File: src/rtl/core/wvpl_pkg.sv
// shared types and constants for the wireframe vertex projector
`timescale 1ns / 1ps
`default_nettype none

package wvpl_pkg;

  // default arithmetic precision and screen width
  localparam int unsigned FracBitsDef   = 16;
  localparam int unsigned ScreenBitsDef = 16;

  // command codes
  localparam logic CmdLoad   = 1'b0;
  localparam logic CmdVertex = 1'b1;

  // configuration register indexes
  localparam logic [1:0] RegWidth  = 2'd0;
  localparam logic [1:0] RegHeight = 2'd1;
  localparam logic [1:0] RegLeft   = 2'd2;
  localparam logic [1:0] RegTop    = 2'd3;

  // configuration reset values
  localparam logic [13:0] WidthRst  = 14'd640;
  localparam logic [13:0] HeightRst = 14'd480;
  localparam logic [12:0] LeftRst   = 13'd0;
  localparam logic [12:0] TopRst    = 13'd0;

  typedef struct packed {
    logic [13:0] width;
    logic [13:0] height;
    logic [12:0] left;
    logic [12:0] top;
  } viewport_t;

  // one queued input transaction
  typedef struct packed {
    logic               is_vertex;
    logic [3:0]         coeff_index;
    logic signed [31:0] coeff_value;
    logic signed [31:0] pos_x;
    logic signed [31:0] pos_y;
    logic signed [31:0] pos_z;
    logic               last;
  } item_t;

  // projected vertex handed to the pairing stage
  typedef struct packed {
    logic               kept;
    logic               nonneg;
    logic               last;
    logic signed [15:0] sx;
    logic signed [15:0] sy;
  } vtx_t;

  // one line segment
  typedef struct packed {
    logic signed [15:0] x0;
    logic signed [15:0] y0;
    logic signed [15:0] x1;
    logic signed [15:0] y1;
    logic               last;
  } seg_t;

endpackage

`default_nettype wire

File: src/rtl/core/wvpl_pair.sv
// segment pairing, polygon closing and output slots
`timescale 1ns / 1ps
`default_nettype none

module wvpl_pair (
  input  wire logic            clk_i,
  input  wire logic            rst_ni,
  input  wire logic            vtx_valid_i,
  output logic                 vtx_ready_o,
  input  wire wvpl_pkg::vtx_t  vtx_i,
  output logic                 out_valid_o,
  input  wire logic            out_ready_i,
  output wvpl_pkg::seg_t       seg_o
);

  wvpl_pkg::seg_t     slot_q [2];
  logic [1:0]         slot_v_q;
  logic signed [15:0] prev_x_q, prev_y_q, first_x_q, first_y_q;
  logic               prev_nn_q, first_in_q, at_start_q;

  // next polygon state and segments for the incoming vertex
  logic signed [15:0] fx, fy, px, py;
  logic               fin, pnn, seg_a, seg_b;
  wvpl_pkg::seg_t     a, b;
  logic               take, pop;

  assign vtx_ready_o = !slot_v_q[0];
  assign out_valid_o = slot_v_q[0];
  assign seg_o       = slot_q[0];
  assign take        = vtx_valid_i && vtx_ready_o;
  assign pop         = out_valid_o && out_ready_i;

  always_comb begin
    fx  = at_start_q ? vtx_i.sx   : first_x_q;
    fy  = at_start_q ? vtx_i.sy   : first_y_q;
    fin = at_start_q ? vtx_i.kept : first_in_q;
    seg_a = vtx_i.kept && prev_nn_q;
    a.x0 = prev_x_q;
    a.y0 = prev_y_q;
    a.x1 = vtx_i.sx;
    a.y1 = vtx_i.sy;
    px  = vtx_i.kept ? vtx_i.sx     : prev_x_q;
    py  = vtx_i.kept ? vtx_i.sy     : prev_y_q;
    pnn = vtx_i.kept ? vtx_i.nonneg : prev_nn_q;
    seg_b = vtx_i.last && fin && pnn;
    b.x0 = px;
    b.y0 = py;
    b.x1 = fx;
    b.y1 = fy;
    b.last = 1'b1;
    a.last = !seg_b;
  end

  always_ff @(posedge clk_i) begin
    if (take) begin
      slot_q[0] <= seg_a ? a : b;
      slot_q[1] <= b;
    end else if (pop) begin
      slot_q[0] <= slot_q[1];
    end
  end

  always_ff @(posedge clk_i or negedge rst_ni) begin
    if (!rst_ni) begin
      slot_v_q   <= 2'b00;
      prev_x_q   <= -16'sd1;
      prev_y_q   <= 16'sd0;
      prev_nn_q  <= 1'b0;
      first_x_q  <= 16'sd0;
      first_y_q  <= 16'sd0;
      first_in_q <= 1'b0;
      at_start_q <= 1'b1;
    end else if (take) begin
      slot_v_q   <= {seg_a && seg_b, seg_a || seg_b};
      first_x_q  <= fx;
      first_y_q  <= fy;
      first_in_q <= fin;
      if (vtx_i.last) begin
        prev_x_q   <= -16'sd1;
        prev_y_q   <= 16'sd0;
        prev_nn_q  <= 1'b0;
        at_start_q <= 1'b1;
      end else begin
        prev_x_q   <= px;
        prev_y_q   <= py;
        prev_nn_q  <= pnn;
        at_start_q <= 1'b0;
      end
    end else if (pop) begin
      slot_v_q <= {1'b0, slot_v_q[1]};
    end
  end

endmodule

`default_nettype wire

File: config.mk
export PLATFORM = sky130hd
export DESIGN_NAME = wvpl_pair
export DESIGN_NICKNAME = d
export VERILOG_FILES = /design/src/rtl/core/wvpl_pkg.sv /design/src/rtl/core/wvpl_pair.sv
export SDC_FILE = /design/constraint.sdc
export NUM_CORES = 1
export LEC_CHECK = 0
export BUFFER_PORTS_ARGS = -buffer_cell sky130_fd_sc_hd__buf_2
export CAP_MARGIN = 20
export CORE_UTILIZATION = 35
export DETAILED_ROUTE_END_ITERATION = 8
export SYNTH_ARGS = -nofsm -noshare
export SYNTH_HDL_FRONTEND = slang
export SYNTH_SLANG_ARGS = --single-unit
export TNS_END_PERCENT = 10
File: constraint.sdc
create_clock -name clk_i -period 5.71 [get_ports clk_i]
set_input_delay 0.8565 -clock clk_i [delete_from_list [all_inputs] [get_ports clk_i]]
set_output_delay 0.8565 -clock clk_i [all_outputs]
set_load 0.1 [all_outputs]
# Word level (Yosys, flattened, before mapping)
# Memory sizes are Yosys's and may differ from the RTL's.
# Cells that the tools add are included.
[totals]
ramBits = 130
ff_bits = 69
elab_cells = 39
output_inout_bits = 67
memories = 1
[classes]
n_bitwise = 1
reduce_logical = 10
mux = 19
[mem_list]
columns = ["name", "words", "width", "rd", "rd_ports_with_merged_regs", "write_ports", "line_no", "text"]
rows = [
  ["slot_q", 2, 65, 2, 0, 2, "wvpl_pair.sv:16", "wvpl_pkg::seg_t slot_q [2];"],
]
[ops]
columns = ["operator", "count"]
rows = [
  ["two-way mux 65 bit", 2],
  ["two-way mux 16 bit", 6],
  ["two-way mux 1 bit", 9],
  ["logical AND 1 bit", 6],
  ["two-way mux 2 bit", 2],
  ["zero test 1 bit", 2],
  ["nonzero test 2 bit", 1],
  ["logical OR 1 bit", 1],
  ["bitwise OR 1 bit", 1],
]

# Longest topological paths before layout
# Gate-level depths: netlist (run 1).
[depth]
ltp_word = 6
ltp_mapped = 7

# Worst setup path after synthesis (run 1)
# OpenSTA, ideal clock, no wires.
[synth_timing]
path_type = "reg2reg"
from = "register slot_v_q[0]"
to = "memory slot_q[0][0] (netlist name) (enable)"
path_buffers = 2
t_arrival_ps = 2770
required_time_ps = 5010
setup_slack_ps = 2240
stages_incl_launch_ff = 5
setup_time_ps = 700
cell_sequence = "dfrtp_1 -> nand2b_4 -> buf_6 -> clkbuf_1 -> nand2_1"
[synth_lines]
columns = ["item", "line_no", "text"]
rows = [
  ["from (decl)", "wvpl_pair.sv:17", "logic [1:0] slot_v_q;"],
  ["from (signal assigned)", "wvpl_pair.sv:74", "slot_v_q <= {seg_a && seg_b, seg_a || seg_b};"],
  ["from (signal assigned)", "wvpl_pair.sv:90", "slot_v_q <= {1'b0, slot_v_q[1]};"],
  ["to (decl)", "wvpl_pair.sv:16", ""],
]

# Worst setup path after layout (run 1)
[layout_timing]
from = "register slot_v_q[0]"
to = "register prev_x_q[2]"
[layout_via]
elab_chain_len = 2
[layout_lines]
columns = ["item", "line_no", "text"]
rows = [
  ["zero test 1 bit", "wvpl_pair.sv:27", "assign vtx_ready_o = !slot_v_q[0];"],
  ["logical AND 1 bit", "wvpl_pair.sv:30", "assign take = vtx_valid_i && vtx_ready_o;"],
  ["to (signal assigned)", "wvpl_pair.sv:66", "prev_x_q <= -16'sd1;"],
  ["to (signal assigned)", "wvpl_pair.sv:79", "prev_x_q <= -16'sd1;"],
  ["to (signal assigned)", "wvpl_pair.sv:84", "prev_x_q <= px;"],
  ["to (decl)", "wvpl_pair.sv:18", "logic signed [15:0] prev_x_q, prev_y_q, first_x_q, first_y_q;"],
]
# Every way passes these cells.
# A chain may end at the register's enable or synchronous reset.

==> out/summary.txt, run 1 <==
fin crit share: 53.5%
Die ar.: 0.0255 mm^2
n_diodes: 0
Worst Reg-to-Reg Cells: 4
unique cell type count in the Yosys netlist: 29
CP Launch Type: flop
fin area: 0.0100 mm^2
RSZ-0062 raised after global routing: false
I/O Buffers: 105
initial drt markers: 297
Setup TNS: 0 ps
CTS tree: done
max-slew violations: 0
WHS Endpoint: first_y_q[7]
largest net degree at the start of global routing: 87
final hold violation count: 0
vias in the first global route: 5,142
Core ar.: 0.0244 mm^2
layout cells sized above 1: 29.9%
setup violators final: 0
Clock Skew: 9.74 ps
row count: 57
dpl hpwl: 9940 um
max-cap violations: 0
Reg clk slew, reported paths: 60 ps
r2r setup slk: 2650 ps
Worst Path Arrival: 3410 ps
CTS Hold Bufs: 0
leak pwr: 4.44 nW
outcome: completed
GPL Wtd Cong: 0.680
Post-Syn Nets: 692
commonest non-fill, non-tap cells in the layout: edfxtp_1 (129), buf_2 (104), nand2_1 (101)
clock buffer depth: 2
first-pass GRT wire length: 28,100 um
Fin Hold WS: 470 ps
latest clock arrival within the worst-skew pair: 430 ps
Worst setup EP type: flop
Final #Nets: 778
postcts setup bufs: 0
YS warnings: 0
synthesized area: 0.00871 mm^2
Die Wd: 160 um
Hold Path Origin: first_y_q[7]
synthesized area per cell: 13.3 um^2
kind of critical path: flop to flop
Post-DP Area: 0.00942 mm^2
total number of vias: 5,144
root buffer cell: clkbuf_16
CTS Sinks: 198
Initial Util: 35.7%
vias per inst: 4.78
Final ANT Viol Nets: 0
RR Endpoint: prev_x_q[2]
H-Tree Depth: 4
post-cts sizing count: 0
Area growth syn-to-layout: 15.1%
RR Startpoint: slot_v_q[0]
fmax: 327 MHz
GRT Resource Usage Total: 14.3%
global route overflow: 0
Design Power: 0.00573 W
CTS buffer count: 17
Seq/Total Area, Yosys: 64.5%
relative slew slack: 30.7%
aggregate routed wire length: 17,400 um
wire per inst: 16.2 um
HP Class: flop to flop
hold depth: 2
drt drc: 0
most common cell after layout, fill and taps aside: edfxtp_1
Initial DRT Pass Iterations: 6
DIE HEIGHT: 160 um
#FFs+latches synth: 198
minimum clock period: 3060 ps
I/O Pins: 106
Peak VDD IR: 0.000242 V
worst path required time: 6060 ps
Synth Instances: 653
Worst-Margin Slew: 1040 ps
initial antenna violation count: 1
worst-path fanout max: 86
pwr dens: 571 mW/mm^2
Final Core Density: 41.1%
cells in the mapped netlist:
cell type / count / share of area (%)
a21oi_1: 64 / 3.7
a22o_1: 16 / 1.6
a31oi_1: 1 / 0.072
and2_1: 1 / 0.072
and4b_1: 1 / 0.11
buf_2: 9 / 0.52
buf_4: 6 / 0.52
buf_6: 10 / 1.3
clkbuf_1: 17 / 0.73
dfrtp_1: 52 / 15
dfstp_2: 17 / 5.1
edfxtp_1: 129 / 44
inv_1: 2 / 0.086
inv_4: 1 / 0.072
mux2_2: 43 / 5.6
mux2_4: 22 / 3.8
mux2i_1: 64 / 7.4
nand2_1: 103 / 4.4
nand2_4: 1 / 0.13
nand2b_1: 1 / 0.072
nand2b_4: 1 / 0.16
nand3_1: 3 / 0.17
nand4_1: 2 / 0.14
nor2_1: 64 / 2.8
nor2_4: 1 / 0.13
nor2b_1: 1 / 0.072
o21a_1: 1 / 0.086
o21ai_0: 4 / 0.23
o22a_1: 16 / 1.6
worst max-delay path by stage:
| stage | startpoint | end | cells past startpoint | slack [ps] |
|---|---|---|---|---|
| final | slot_v_q[0] | prev_x_q[2] | 4 | 2650 |
| after detailed placement | vtx_valid_i | prev_x_q[1] | 5 | 2200 |
| after CTS | slot_v_q[0] | prev_x_q[1] | 4 | 2560 |
| after floorplan | slot_v_q[0] | slot_q[0][0] | 4 | 2240 |
| after global routing | slot_v_q[0] | prev_x_q[2] | 4 | 2360 |
| after global placement | vtx_valid_i | prev_x_q[9] | 5 | 2230 |
registers in the layout (all words and copies together) (netlist names):
signal,cells
first_y_q,16
prev_x_q,16
prev_nn_q,1
slot_v_q,2
at_start_q,1
slot_q,129
prev_y_q,16
first_in_q,1
first_x_q,16
worst max-delay path: stages (launching register included):
cell and delay [ps]:
dfrtp_1 470, nand2b_4 530, inv_4 900, nand2b_1 700, o22a_1 360
logic make-up (layout without fill, tap and decap cells):
group	count (synthesis)	count (layout)	share of synthesized area, %
DFF	198	198	64.5
and+or+nand+nor	179	179	8.26
muxes	129	129	16.7
AOI/OAI and AO/OA	102	102	7.28
buffers and inverters	45	144	3.22
power breakdown:
group          switching (W)  internal (W)
clock network       0.000510      0.000724
logic                0.00169      0.000506
registers           0.000188       0.00211
routing by layer:
metal | track usage [%] | share of wire [%] | up-vias
met1 | 19.0 | 47 | 2506
met4 | 3.80 | 0.98 | 2
li1 | - | - | 2526
met2 | 22.3 | 47 | 94
met3 | 4.75 | 5.2 | 16
met5 | 0 | 0.075 | -
through the flow:
step | std cells | setup WS, ps
floorplan | 653 | 2240
global placement | 1044 | 2230
detailed placement | 1044 | 2200
CTS | 1076 | 2560
global route | 1076 | 2360
finish | 1076 | 2650
area by class of cell:
| cell class | instances | area, um^2 |
|---|---|---|
| clock buffer | 24 | 482 |
| clock inverter | 8 | 124 |
| fill | 2328 | 14400 |
| inverter | 3 | 13.8 |
| multi-input combinational | 410 | 2820 |
| sequential | 198 | 5620 |
| tap | 324 | 405 |
| timing repair buffer | 109 | 558 |
Power figures use the tool's default switching activity.
==> run 2, diff against run 1 <==
==> constraint.sdc (replaced) <==
create_clock -name clk_i -period 2.5 [get_ports clk_i]
set_input_delay 0.375 -clock clk_i [delete_from_list [all_inputs] [get_ports clk_i]]
set_output_delay 0.375 -clock clk_i [all_outputs]
set_load 0.1 [all_outputs]
==> run 2 against run 1 <==
Net effect:
- the run now ends with hold timing left
- flip-flop and latch count unchanged
- register-to-register slack worse by 2000 ps
- final cell count up 1.2%
- first-iteration DRC count up 8.4%
- cell area up 1.6%
- via count up 2.4%
- hold slack worse by 490 ps
- power up 130%
- non-clock buffer count up 13
- largest cell class unchanged
- highest routed layer is now met4
==> out/summary.txt, run 2 (synthesis results as in run 1) <==
outcome: complete, but fails checks
violations in the final reports: hold timing
RR Endpoint: first_in_q
fmax: 548 MHz (+67%)
clock buffer depth: 2 (unchanged)
CTS tree: done
Initial DRT Pass Iterations: 6 (unchanged)
Core ar.: 0.0244 mm^2 (unchanged)
worst path required time: 2810 ps (-3250 ps)
n_diodes: 0 (unchanged)
Worst Reg-to-Reg Cells: 5 (+1)
Die ar.: 0.0255 mm^2 (unchanged)
r2r setup slk: 670 ps (-1980 ps)
Fin Hold WS: -18.7 ps (-488 ps)
Final Core Density: 41.8% (+0.64 points)
pre-CTS WS: 643 ps (-1550 ps)
Final ANT Viol Nets: 0 (unchanged)
CP Launch Point: slot_v_q[0]
relative slew slack: 51.7% (+21 points)
dpl hpwl: 11,100 um (+11%)
Clock Skew: 15.8 ps (+6.08 ps)
postcts setup bufs: 0 (unchanged)
wire per inst: 16.7 um (+3.3%)
kind of critical path: flop to flop
Final #Nets: 791 (+1.7%)
Worst Path Arrival: 2140 ps (-1270 ps)
RSZ-0062 raised after global routing: false
vias in the first global route: 5,264 (+2.4%)
Initial Util: 35.7% (unchanged)
post-cts sizing count: 0 (unchanged)
GPL Wtd Cong: 0.711 (+4.5%)
Die Wd: 160 um (unchanged)
GRT Resource Usage Total: 14.9% (+0.63 points)
CTS Sinks: 198 (unchanged)
root buffer cell: clkbuf_16
latest clock arrival within the worst-skew pair: 440 ps (about the same)
initial antenna violation count: 0 (-1)
# fillers: 2,300 (-1.2%)
Area growth syn-to-layout: 16.9%
drt drc: 0 (unchanged)
DIE HEIGHT: 160 um (unchanged)
final hold violation count: 4 (+4)
aggregate routed wire length: 18,200 um (+4.6%)
CTS buffer count: 17 (unchanged)
HP Class: input pin to asynchronous set/reset pin
CP Launch Type: flop
vias per inst: 4.84 (+1.2%)
first-pass GRT wire length: 29,200 um (+4.1%)
setup ws final: 675 ps (-1980 ps)
pwr dens: 1280 mW/mm^2 (+120%)
total number of vias: 5,268 (+2.4%)
row count: 57 (unchanged)
CTS Hold Bufs: 0 (unchanged)
max-cap violations: 0 (unchanged)
critical path endpoint: first_in_q
largest net degree at the start of global routing: 61 (-30%)
worst-path fanout max: 60 (-30%)
minimum clock period: 1830 ps (-1230 ps)
H-Tree Depth: 4 (unchanged)
commonest non-fill, non-tap cells in the layout: edfxtp_1 (129), buf_2 (104), nand2_1 (101)
fin area: 0.0102 mm^2 (+1.6%)
largest register by flop count: slot_q
global route overflow: 0 (unchanged)
I/O Pins: 106 (unchanged)
Peak VDD IR: 0.000612 V (+150%)
initial drt markers: 322 (+8.4%)
leak pwr: 4.53 nW (+2.0%)
I/O Buffers: 105 (unchanged)
Worst setup EP type: flop
Reg clk slew, reported paths: 70 ps (about the same)
RR Startpoint: slot_v_q[0]
Post-DP Area: 0.00961 mm^2 (+2.0%)
most common cell after layout, fill and taps aside: edfxtp_1
Worst-Margin Slew: 725 ps (-314 ps)
fin crit share: 73.0% (+19 points)
layout cells sized above 1: 31.5% (+1.6 points)
number of flip-flops in the largest register: 129 (unchanged)
setup violators final: 0 (unchanged)
max-slew violations: 0 (unchanged)
[run 2: worst min-delay path by stage]
stage | end | slack [ps] | cells after the start
floorplan | first_in_q | 80 | 0
global placement | first_x_q[5] | 450 | 2
detailed placement | first_x_q[0] | 460 | 2
CTS | first_y_q[2] | 10 | 1
global route | first_y_q[2] | 30 | 1
finish | first_y_q[2] | -20 | 1
[run 2: area by class of cell]
cell class	count	area, um^2	area share [%]
Clock buffer	20	457	4.48
Clock inverter	12	120	1.18
Tap cell	324	405	3.98
Inverter	3	13.8	0.135
Timing Repair Buffer	122	743	7.30
Sequential cell	198	5620	55.2
Multi-Input combinational cell	410	2820	27.7
[run 2: layer usage]
layer  wire length (um)  global-route usage (%)  vias up
met2               8700                    23.9      111
li1                   -                       -     2560
met5                  0                       0        -
met1               8590                    20.0     2580
met4                230                    4.98        0
met3                699                    3.30       17
[run 2: where the power goes]
part | internal, W | switching (W)
clock network | 0.00145 | 0.00126
registers | 0.00480 | 0.000376
logic | 0.00124 | 0.00395
total | 0.00749 | 0.00558
[run 2: worst max-delay path: stages (launching register included)]
cell and delay (ps):
dfrtp_1 440, nand2b_4 300, inv_4 270, buf_12 310
nand2_1 100, mux2_2 280
[run 2: through the flow]
| step | cells | setup TNS (ps) | total power [W] | hold slack, ps |
|---|---|---|---|---|
| 2_1_floorplan | 653 | -1060 | 0.00957 | 79.4 |
| 6_report | 1089 | 0 | 0.0131 | -18.7 |
| 5_1_grt | 1089 | 0 | 0.0137 | 28.6 |
| 3_3_place_gp | 1057 | 0 | 0.0104 | 453 |
| 4_1_cts | 1089 | 0 | 0.0132 | 9.66 |
| 3_5_place_dp | 1057 | 0 | 0.0105 | 458 |
