[config.mk]
export PLATFORM = sky130hd
export DESIGN_NAME = wvpl_front
export DESIGN_NICKNAME = d
export VERILOG_FILES = /design/src/rtl/core/wvpl_pkg.sv /design/src/rtl/core/wvpl_front.sv
export SDC_FILE = /design/constraint.sdc
export NUM_CORES = 1
export LEC_CHECK = 0
export ABC_AREA = 0
export BUFFER_PORTS_ARGS = -buffer_cell sky130_fd_sc_hd__buf_2
export CORE_UTILIZATION = 52
export DETAILED_ROUTE_END_ITERATION = 10
export GPL_TIMING_DRIVEN = 0
export PLACE_DENSITY = 0.79
export SLEW_MARGIN = 10
export SYNTH_ARGS = -nofsm -noshare
export SYNTH_HDL_FRONTEND = slang
export SYNTH_SLANG_ARGS = --single-unit
[constraint.sdc]
create_clock -name clk_i -period 8.1 [get_ports clk_i]
set_clock_uncertainty 0.1 [all_clocks]
set_input_delay 2.025 -clock clk_i [delete_from_list [all_inputs] [get_ports clk_i]]
set_output_delay 2.025 -clock clk_i [all_outputs]
set_load 0.01 [all_outputs]
[src/rtl/core/wvpl_pkg.sv]
// shared types and constants for the wireframe vertex projector
`timescale 1ns / 1ps
`default_nettype none

package wvpl_pkg;

  // default arithmetic precision and screen width
  localparam int unsigned FracBitsDef   = 16;
  localparam int unsigned ScreenBitsDef = 16;

  // command codes
  localparam logic CmdLoad   = 1'b0;
  localparam logic CmdVertex = 1'b1;

  // configuration register indexes
  localparam logic [1:0] RegWidth  = 2'd0;
  localparam logic [1:0] RegHeight = 2'd1;
  localparam logic [1:0] RegLeft   = 2'd2;
  localparam logic [1:0] RegTop    = 2'd3;

  // configuration reset values
  localparam logic [13:0] WidthRst  = 14'd640;
  localparam logic [13:0] HeightRst = 14'd480;
  localparam logic [12:0] LeftRst   = 13'd0;
  localparam logic [12:0] TopRst    = 13'd0;

  typedef struct packed {
    logic [13:0] width;
    logic [13:0] height;
    logic [12:0] left;
    logic [12:0] top;
  } viewport_t;

  // one queued input transaction
  typedef struct packed {
    logic               is_vertex;
    logic [3:0]         coeff_index;
    logic signed [31:0] coeff_value;
    logic signed [31:0] pos_x;
    logic signed [31:0] pos_y;
    logic signed [31:0] pos_z;
    logic               last;
  } item_t;

  // projected vertex handed to the pairing stage
  typedef struct packed {
    logic               kept;
    logic               nonneg;
    logic               last;
    logic signed [15:0] sx;
    logic signed [15:0] sy;
  } vtx_t;

  // one line segment
  typedef struct packed {
    logic signed [15:0] x0;
    logic signed [15:0] y0;
    logic signed [15:0] x1;
    logic signed [15:0] y1;
    logic               last;
  } seg_t;

endpackage

`default_nettype wire

[src/rtl/core/wvpl_front.sv]
// front end: input transaction queue and command classification
`timescale 1ns / 1ps
`default_nettype none

module wvpl_front (
  input  wire logic                clk_i,
  input  wire logic                rst_ni,
  input  wire logic                in_valid_i,
  output logic                     in_ready_o,
  input  wire logic                command_i,
  input  wire logic [3:0]          coeff_index_i,
  input  wire logic signed [31:0]  coeff_value_i,
  input  wire logic signed [31:0]  pos_x_i,
  input  wire logic signed [31:0]  pos_y_i,
  input  wire logic signed [31:0]  pos_z_i,
  input  wire logic                last_in_polygon_i,
  output logic                     item_valid_o,
  input  wire logic                item_ready_i,
  output wvpl_pkg::item_t          item_o
);

  wvpl_pkg::item_t mem_q [2];
  wvpl_pkg::item_t new_item;
  logic            wr_ptr_q, rd_ptr_q;
  logic [1:0]      cnt_q;
  logic            push, pop;

  always_comb begin
    new_item.is_vertex   = (command_i == wvpl_pkg::CmdVertex);
    new_item.coeff_index = coeff_index_i;
    new_item.coeff_value = coeff_value_i;
    new_item.pos_x       = pos_x_i;
    new_item.pos_y       = pos_y_i;
    new_item.pos_z       = pos_z_i;
    new_item.last        = last_in_polygon_i;
  end

  assign in_ready_o   = (cnt_q != 2'd2);
  assign item_valid_o = (cnt_q != 2'd0);
  assign item_o       = mem_q[rd_ptr_q];
  assign push         = in_valid_i && in_ready_o;
  assign pop          = item_valid_o && item_ready_i;

  always_ff @(posedge clk_i) begin
    if (push) begin
      mem_q[wr_ptr_q] <= new_item;
    end
  end

  always_ff @(posedge clk_i or negedge rst_ni) begin
    if (!rst_ni) begin
      wr_ptr_q <= 1'b0;
      rd_ptr_q <= 1'b0;
      cnt_q    <= 2'd0;
    end else begin
      if (push) wr_ptr_q <= ~wr_ptr_q;
      if (pop)  rd_ptr_q <= ~rd_ptr_q;
      if (push && !pop)      cnt_q <= cnt_q + 2'd1;
      else if (pop && !push) cnt_q <= cnt_q - 2'd1;
    end
  end

endmodule

`default_nettype wire

Word-level counts from Yosys, hierarchy flattened --
Memory sizes are Yosys's and may differ from the RTL's. Cells that the tools add are included. Widths: inputs -> output; s select.
Operators by class: bitwise operators 2, add/subtract/negate cells 2, eq/ne operators 1, muxes and demuxes 4, reductions and logical operators 8
Operators by type and width (count):
- $logic_and 1x1->1 | 4
- $mux 2 | 2
- $reduce_bool 2->1 | 2
- $add 2x1->2 const B | 1
- $logic_not 1->1 | 2
- $mux 1 | 2
- $ne 2x2->1 const B | 1
- $not 1->1 | 2
- $sub 2x1->2 const B | 1
Storage, ports and cells: bits of input ports 138, word-level logic and storage cells 21, bits in writable memories 268, memories kept 1, register bits 4, output and inout port bits 136
Memory list:
- mem_q | depth 2, bits a word 134, rd ports 1, clocked after memory_dff 0, write ports 1, RTL line wvpl_front.sv:22 | wvpl_pkg::item_t mem_q [2];

Logic depth before layout (Yosys ltp) --
Gate-level depths: netlist of run 1.
word-level depth 6, depth in mapped cells 7, mapped depth without buffers 7

Least setup slack after synthesis of run 1 --
OpenSTA, ideal clock, no wires.
path type input to register, start input port in_valid_i, end memory mem_q[0][0] in the netlist's numbering, enable pin, arrival time 7.683 ns, library setup time 0.629 ns, slack -0.311 ns, stages on the path 2, path buffers 0, required time 7.371 ns, cells stage by stage nand2_1 nor2_1
On the way: cells in the longest elaborated chain, start to end 3
Ends and longest elaborated chain:
- from (decl) | RTL line wvpl_front.sv:8 | input wire logic in_valid_i,
- $logic_and 1x1->1 | RTL line wvpl_front.sv:41 | assign push = in_valid_i && in_ready_o;
- $mux 1 | RTL line wvpl_front.sv:45 | if (push) begin
- $mux 1 (implied by the code) | RTL line wvpl_front.sv:46 | mem_q[wr_ptr_q] <= new_item;
- to (decl) | RTL line wvpl_front.sv:22
No other way between the ends.

==> metrics.cfg, run 1 <==
[cts]
cts_resized=0
tritoncts=done
cts.sinks=272
h-tree-depth=1
cts_hold_buf=0
cts_setup_buffers=0
insertion_delay_ps=510
clockBufferDepth=3
root_buffer=clkbuf_16
clk_pin_slew_ps=60
cts_buffers=27

[logic_synthesis]
yosysWarnings=0
yosysSeqAreaShare_pct=81.0
synth.net_count=574
ys_seq_elements=272
syn_avg_cell_area_um2=23.1
synth_cell_types=15
syn_inst=435
netlist_area_um2=10100

[floorplan]
rows=50
dieArea_um2=19900
io_pins=274
start_util_pct=53.4
dieHeight_um=141
die_w_um=141
coreArea_um2=18800

[sta]
fin_crit_ps=3980
hold-worst-slack_ps=396
setup_tns_ps=0
maxSlewViolCount=0
slew-limit-headroom_pct=63.4
tightest_slew_ps=550
final_hold_viol_count=0
post-route-period-util_pct=49.1
fmax_mhz=251
finalSetupViolCount=0
rsz0062_at_grt=false

[finish]
drive_gt1_share_pct=61.2
fin_nets=883
multi_input_area_um2=1800
nFillCells=1230
ff_latch_area_um2=8150
utilization_pct=67.3
syn2layout_area_growth_pct=26.0
post-route-cell-area_um2=12700

[worst_setup_path]
max_stage_delay_ps=330
criticalPathCategory=reg -> out
cp-end-kind=primary output
worstPathArrival_ps=1850
cp_num_buf_inv=4
startpoint_type=flip-flop
worstPathRequired_ps=5980
crit_path_frequent_cell=buf_6
path_delay_family=buffers and inverters
crit_slowest_cell=dfrtp_1
path_max_fanout=10
path_cells=buf_6 -> buf_6 -> buf_6 -> mux2_4 -> buf_2

[grt]
grt_pass1_wl_um=28000
grt_max_degree=61
grt_antenna_before_repair=2
track_usage_pct=18.3
grt_pass1_vias=5477
grt_overflow=0

[drt]
drc_errors=0
drt-wirelength-per-cell_um=18.2
vias=5080
finalWirelength_um=18500
drtIter0Drc=204
viasPerCell=5.00
ant_nets=0
drtPass1Iterations=4

[power]
total_leakage_power_nw=4.91
p_sw_w=0.00130
peakVddDrop_mv=0.233
power_w=0.00455
swShare_pct=28.7
seqPwrFrac_pct=43.9
power_density_nw_per_um2=359
combPwrFrac_pct=32.7
internal_power_w=0.00324
pwr-share-clk_pct=23.4

[placed_design]
hpwlAfterDp_um=12800
postPlaceCellArea_um2=11900
portBuffers=273
place_congestion=0.745

[min_path]
hp-class=reg -> reg

[run_status]
status=complete, no violations

[job]
drv_cap=0

-- state kept, by name, indices dropped and copies added, names as in the netlist --
name      cells
wr_ptr_q      1
rd_ptr_q      1
cnt_q         2
mem_q       268
-- final timing paths --
kind | from | to | slack, ps | cells after the start
worst max-delay path | rd_ptr_q | item_o[112] | 4120 | 5
worst min-delay path | cnt_q[1] | cnt_q[1] | 400 | 1
worst max register to register | cnt_q[0] | mem_q[0][51] | 5830 | 6
worst min register to register | cnt_q[1] | cnt_q[1] | 400 | 1
max in group asynchronous | rst_ni | cnt_q[0] | 6570 | 1
min in group asynchronous | rst_ni | wr_ptr_q | 1210 | 1
-- worst reg2reg max path: cells and delay by family (launching register included) --
kind | cells | cell delay, ps
AND/OR/NAND/NOR | 3 | 820
flip-flops | 1 | 410
buffers and inverters | 3 | 630
-- cell type report --
type,count,share of cell area [%]
antenna,1,0.0198
buffer,15,0.938
clock buffer,31,5.45
clock inverter,10,0.336
inverter,1,0.0296
multi-input combinational,147,14.2
sequential,272,64.3
tap,260,2.57
timing repair buffer,280,12.1
-- cell usage after synthesis --
cell type	instances	area share [%]
xnor2_1	3	0.26
dfrtp_1	4	1.0
mux2_2	84	9.4
nand2_1	2	0.075
buf_2	8	0.40
buf_6	7	0.78
inv_1	1	0.037
and3_1	1	0.062
xor2_1	2	0.17
mux2_4	50	7.5
or2_2	1	0.062
ha_1	1	0.12
nor2_1	2	0.075
nand2b_1	1	0.062
edfxtp_1	268	80
-- per-layer routing --
metal | track usage (%) | wire length, µm | up-vias
met1 | 20.9 | 7020 | 2459
li1 | - | - | 2347
met4 | 6.64 | 492 | 2
met5 | 0 | 10 | -
met2 | 31.5 | 9100 | 229
met3 | 6.96 | 1860 | 43
-- power groups by stage --
stage	clock network, W	logic, W	registers, W
2_1_floorplan	0	0.000940	0.00204
6_report	0.00107	0.00148	0.00200
3_5_place_dp	0	0.00150	0.00203
5_1_grt	0.00114	0.00159	0.00202
4_1_cts	0.00109	0.00151	0.00200
3_3_place_gp	0	0.00140	0.00208
-- cell families (layout without fill, tap and decap cells) --
group	count (synthesis)	after routing	synth area share, %
flops	272	272	81.0
mux	134	134	16.9
buf+inv	16	337	1.22
simple gates	7	7	0.336
xor+xnor	5	5	0.436
fa+ha+maj	1	1	0.124
other cells	0	1	0
-- per-stage QoR --
stage | instances | setup WS, ps
6_report | 1017 | 4120
5_1_grt | 1016 | 4020
4_1_cts | 1016 | 4070
3_5_place_dp | 975 | 4300
3_3_place_gp | 968 | 363
2_1_floorplan | 435 | 1950
-- layout by cell type, fill, tap and decap left out --
| cell | n |
|---|---|
| inv_1 | 1 |
| xor2_1 | 2 |
| buf_16 | 4 |
| and3_4 | 1 |
| mux2_2 | 84 |
| clkinv_1 | 6 |
| nand2b_1 | 1 |
| buf_6 | 7 |
| nor2_1 | 1 |
| diode_2 | 1 |
| dfrtp_1 | 4 |
| xnor2_1 | 3 |
| or2_2 | 1 |
| nand2_1 | 2 |
| buf_2 | 281 |
| nor2_4 | 1 |
| mux2_4 | 50 |
| edfxtp_1 | 268 |
| clkbuf_1 | 4 |
| clkinv_2 | 4 |
| ha_1 | 1 |
| buf_12 | 3 |
| clkbuf_16 | 27 |
Power figures use the tool's default switching activity.
==> run 2: changes to the inputs <==
CORE_UTILIZATION = 47   (was 52)
PLACE_DENSITY = 0.76   (was 0.79)
clock period = 3.5 ns   (was 8.1 ns; I/O delays follow)
==> metrics.cfg, run 2 (synthesized netlist as in run 1, its figures left out) <==
[run_status]
status=complete, no violations  ; unchanged

[drt]
ant_nets=0  ; unchanged
drtIter0Drc=180  ; was 204
finalWirelength_um=18700  ; was 18500 µm
vias=5093  ; was 5080
drc_errors=0  ; unchanged
drtPass1Iterations=4  ; unchanged
drt-wirelength-per-cell_um=18.0  ; was 18.2 µm
viasPerCell=4.92  ; was 5.00

[power]
total_leakage_power_nw=4.92  ; was 4.91 nW
peakVddDrop_mv=0.626  ; was 0.233 mV
internal_power_w=0.00758  ; was 0.00324 W
power_density_nw_per_um2=837  ; was 359 nW/µm²
combPwrFrac_pct=32.1  ; was 32.7%
p_sw_w=0.00307  ; was 0.00130 W
seqPwrFrac_pct=43.3  ; was 43.9%
swShare_pct=28.8  ; was 28.7%
pwr-share-clk_pct=24.6  ; was 23.4%

[cts]
tritoncts=done  ; unchanged
cts_buffers=27  ; unchanged
h-tree-depth=1  ; unchanged
clk_pin_slew_ps=60  ; about the same
clockBufferDepth=3  ; unchanged
cts_resized=0  ; unchanged
cts_setup_buffers=0  ; unchanged
cts_hold_buf=0  ; unchanged
cts.sinks=272  ; unchanged
root_buffer=clkbuf_16  ; unchanged
insertion_delay_ps=540  ; was 510 ps

[grt]
grt_pass1_vias=5545  ; was 5477
grt_overflow=0  ; unchanged
grt_antenna_before_repair=1  ; was 2
track_usage_pct=16.7  ; was 18.3%
grt_max_degree=62  ; was 61
grt_pass1_wl_um=28300  ; was 28000 µm

[placed_design]
postPlaceCellArea_um2=11900  ; about the same
post-place-ws_ps=736  ; was 4300 ps
dp_cells=989  ; was 975
place_congestion=0.717  ; was 0.745
hpwlAfterDp_um=12900  ; was 12800 µm
portBuffers=273  ; unchanged

[finish]
layout_commonest_cell=buf_2  ; unchanged
largest_reg_flops=268  ; unchanged
syn2layout_area_growth_pct=26.5  ; was 26.0%
fin_nets=882  ; was 883
regMostFlops=mem_q  ; unchanged
finalNonFillerCells=1036  ; was 1017
top_regs=mem_q: 268 flops, cnt_q: 2 flops  ; unchanged
final_cell_mix=buf_2 (281), edfxtp_1 (268), mux2_2 (84)  ; unchanged
diodes=0  ; was 1
post-route-cell-area_um2=12700  ; about the same
drive_gt1_share_pct=61.6  ; was 61.2%

[floorplan]
rows=53  ; was 50
dieHeight_um=148  ; was 141 µm
io_pins=274  ; unchanged
start_util_pct=47.8  ; was 53.4%
coreArea_um2=21000  ; was 18800 µm²
dieArea_um2=22000  ; was 19900 µm²
die_w_um=148  ; was 141 µm

[worst_setup_path]
max_stage_delay_ps=340  ; was 330 ps
path_max_fanout=10  ; unchanged
cp_num_buf_inv=4  ; unchanged
worstPathRequired_ps=2520  ; was 5980 ps
worstPathArrival_ps=1880  ; was 1850 ps
rrSetupSlack_ps=1100  ; was 5830 ps
path_depth=5  ; unchanged
crit_slowest_cell=dfrtp_1  ; unchanged
ff2ff_path_depth=5  ; was 6
crit_path_frequent_cell=buf_6  ; unchanged
cp-end-kind=primary output  ; unchanged
criticalPathCategory=reg -> out  ; unchanged
path_cells=buf_6 -> buf_6 -> buf_6 -> mux2_4 -> buf_2  ; unchanged
path_delay_family=buffers and inverters  ; unchanged
startpoint_type=flip-flop  ; unchanged

[min_path]
hp-class=in -> async  ; was reg -> reg

[sta]
slew-limit-headroom_pct=45.2  ; was 63.4%
maxSlewViolCount=0  ; unchanged
final_hold_viol_count=0  ; unchanged
finalSetupViolCount=0  ; unchanged
fmax_mhz=351
fin_crit_ps=2850
worst_slack_ps=647  ; was 4120 ps
setup_tns_ps=0  ; unchanged
tightest_slew_ps=820  ; was 550 ps
post-route-period-util_pct=81.5
rsz0062_at_grt=false  ; unchanged

[job]
drv_cap=0  ; unchanged

-- run 2: metrics by stage --
step / utilization (%) / total power [W] / hold WS [ps]
detailed placement: 56.7 / 0.00816 / 379
finish: 60.5 / 0.0106 / 29.6
global route: 60.5 / 0.0111 / 16.0
floorplan: - / 0.00686 / 356
global placement: 56.0 / 0.00799 / 378
CTS: 60.5 / 0.0108 / 9.83
-- run 2: final cells by class --
class	instances	area, µm²
Fill cell	1506	8300
Buffer	15	119
Clock inverter	16	110
Clock buffer	31	691
Sequential cell	272	8150
Timing Repair Buffer	279	1500
Inverter	1	3.75
Multi-Input combinational cell	147	1800
Tap cell	275	344
-- run 2: final timing paths --
kind                            startpoint            end
min in group clk_i                cnt_q[1]       cnt_q[1]
worst min register to register    cnt_q[1]       cnt_q[1]
worst min-delay path                rst_ni       rd_ptr_q
max in group asynchronous           rst_ni       wr_ptr_q
worst max-delay path              rd_ptr_q     item_o[78]
worst max register to register    cnt_q[0]  mem_q[0][116]
-- run 2: power groups by stage --
stage | logic (W) | clock network, W | registers [W]
after global routing | 0.00367 | 0.00280 | 0.00467
final | 0.00342 | 0.00262 | 0.00461
after detailed placement | 0.00347 | 0 | 0.00469
after floorplan | 0.00218 | 0 | 0.00467
after CTS | 0.00349 | 0.00269 | 0.00462
after global placement | 0.00326 | 0 | 0.00472
-- run 2: routing by layer --
metal | track usage (%) | vias up | wire [µm]
li1 | - | 2350 | -
met1 | 18.6 | 2504 | 6970
met2 | 30.0 | 204 | 9670
met3 | 5.49 | 35 | 1540
met4 | 5.67 | 0 | 510
met5 | 0 | - | 0
==> run 3: changes to the inputs <==
clock period = 2.31 ns   (was 3.5 ns; I/O delays follow)
==> metrics.cfg, run 3 (synthesized netlist as in run 1, its figures left out) <==
[run_status]
status=complete, but fails checks  ; was complete, no violations
violations=setup timing

[sta]
finalSetupViolCount=134  ; was 0
post-route-period-util_pct=108
hold-worst-slack_ps=143  ; was 29.6 ps
setup_tns_ps=-17310  ; was 0 ps
fin_crit_ps=2490
slew-limit-headroom_pct=53.6  ; was 45.2%
fmax_mhz=401
worst_slack_ps=-181  ; was 647 ps
tightest_slew_ps=696  ; was 820 ps
maxSlewViolCount=0  ; unchanged
final_hold_viol_count=0  ; unchanged
rsz0062_at_grt=true  ; was false

[job]
drv_cap=0  ; unchanged

[worst_setup_path]
criticalPathCategory=reg -> out  ; unchanged
path_cells=buf_12 -> buf_12 -> buf_12 -> mux2_4 -> buf_2  ; was buf_6 -> buf_6 -> buf_6 -> mux2_4 -> buf_2
max_stage_delay_ps=400  ; was 340 ps
cp_num_buf_inv=4  ; unchanged
path_delay_family=buffers and inverters  ; unchanged
worstPathArrival_ps=1810  ; was 1880 ps
crit_path_frequent_cell=buf_12  ; was buf_6
cp-end-kind=primary output  ; unchanged
path_max_fanout=10  ; unchanged
crit_slowest_cell=dfrtp_1  ; unchanged
worstPathRequired_ps=1630  ; was 2520 ps
startpoint_type=flip-flop  ; unchanged

[finish]
nFillCells=1436  ; was 1506
layout_commonest_cell=edfxtp_1  ; was buf_2
top_regs=mem_q: 268 flops, cnt_q: 2 flops  ; unchanged
drive_gt1_share_pct=61.6  ; about the same
regMostFlops=mem_q  ; unchanged
final_cell_mix=edfxtp_1 (268), buf_2 (227), mux2_2 (84)  ; was buf_2 (281), edfxtp_1 (268), mux2_2 (84)
fin_nets=886  ; was 882
largest_reg_flops=268  ; unchanged
syn2layout_area_growth_pct=31.2  ; was 26.5%
post-route-cell-area_um2=13200  ; was 12700 µm²

[floorplan]
io_pins=274  ; unchanged
rows=53  ; unchanged
die_w_um=148  ; unchanged
start_util_pct=47.8  ; unchanged
coreArea_um2=21000  ; unchanged
dieHeight_um=148  ; unchanged
dieArea_um2=22000  ; unchanged

[drt]
vias=5153  ; was 5093
finalWirelength_um=19200  ; was 18700 µm
viasPerCell=4.95  ; was 4.92
drtIter0Drc=210  ; was 180
ant_nets=0  ; unchanged
drc_errors=0  ; unchanged
drtPass1Iterations=4  ; unchanged
drt-wirelength-per-cell_um=18.4  ; was 18.0 µm

[cts]
cts_setup_buffers=0  ; unchanged
cts_buffers=27  ; unchanged
clockBufferDepth=3  ; unchanged
tritoncts=done  ; unchanged
cts.sinks=272  ; unchanged
h-tree-depth=1  ; unchanged
root_buffer=clkbuf_16  ; unchanged
insertion_delay_ps=510  ; was 540 ps
clk_pin_slew_ps=60  ; about the same

[placed_design]
postPlaceCellArea_um2=11900  ; about the same
portBuffers=273  ; unchanged
place_congestion=0.731  ; was 0.717
post-place-ws_ps=-133  ; was 736 ps
hpwlAfterDp_um=12700  ; was 12900 µm

[grt]
grt_pass1_vias=5556  ; was 5545
grt_pass1_wl_um=28200  ; was 28300 µm
grt_overflow=0  ; unchanged
grt_antenna_before_repair=2  ; was 1
track_usage_pct=16.7  ; about the same
grt_max_degree=60  ; was 62

[power]
power_density_nw_per_um2=1300  ; was 837 nW/µm²
peakVddDrop_mv=1.02  ; was 0.626 mV
power_w=0.0171  ; was 0.0106 W
total_leakage_power_nw=5.10  ; was 4.92 nW

[min_path]
hp-class=in -> reg  ; was in -> async

[run 3: worst register-to-register path: cells and delay by family, from the launching register on]
kind                   cells  cell delay (ps)
and+or+nand+nor            3              760
buffers and inverters      2              530
DFF                        1              420
[run 3: stage by stage]
stage	util, %	cells
2_1_floorplan	-	435
3_3_place_gp	56.1	983
3_5_place_dp	56.7	989
4_1_cts	62.6	1038
5_1_grt	62.7	1040
6_report	62.8	1041
[run 3: per-layer routing]
metal / vias up / share of wire [%] / GRT usage, %
li1: 2360 / - / -
met1: 2545 / 38 / 18.5
met2: 206 / 52 / 30.5
met3: 40 / 7.8 / 5.12
met4: 2 / 2.2 / 5.10
met5: - / 0.068 / 0
[run 3: cell type report]
| type | count | area, µm² | share of cell area (%) |
|---|---|---|---|
| clock inverter | 17 | 154 | 1.17 |
| inverter | 1 | 3.75 | 0.0285 |
| timing repair buffer | 281 | 1820 | 13.8 |
| sequential | 272 | 8150 | 61.8 |
| buffer | 15 | 200 | 1.52 |
| tap | 275 | 344 | 2.61 |
| multi-input combinational | 149 | 1830 | 13.9 |
| antenna | 1 | 2.50 | 0.0190 |
| clock buffer | 30 | 687 | 5.21 |
[run 3: path summary, 6_finish.rpt]
kind	startpoint	end	slack, ps	cells after the start
worst max-delay path	rd_ptr_q	item_o[104]	-180	5
worst min-delay path	pos_x_i[23]	mem_q[1][88]	140	1
worst max register to register	cnt_q[0]	mem_q[0][69]	170	5
worst min register to register	cnt_q[1]	cnt_q[1]	460	1
max in group asynchronous	rst_ni	wr_ptr_q	1680	2
min in group asynchronous	rst_ni	cnt_q[0]	310	2
[run 3: repair_timing]
item / 4_1_cts / 5_1_grt
endpoints found under the setup margin: 164 / 223
gates resized for setup: 67 / 1
hold endpoints to repair: 4 / 0
pin swaps: 1 / 2
hold buffers: 1 / 0
gates cloned: 1 / 2
[run 3: power by group]
group	switching, W	internal [W]	leakage [nW]	total, W
Combinational	0.00282	0.00314	2.16	0.00596
Clock	0.00170	0.00245	0.405	0.00415
Sequential	0.000282	0.00674	2.54	0.00702
Total	0.00480	0.0123	5.10	0.0171
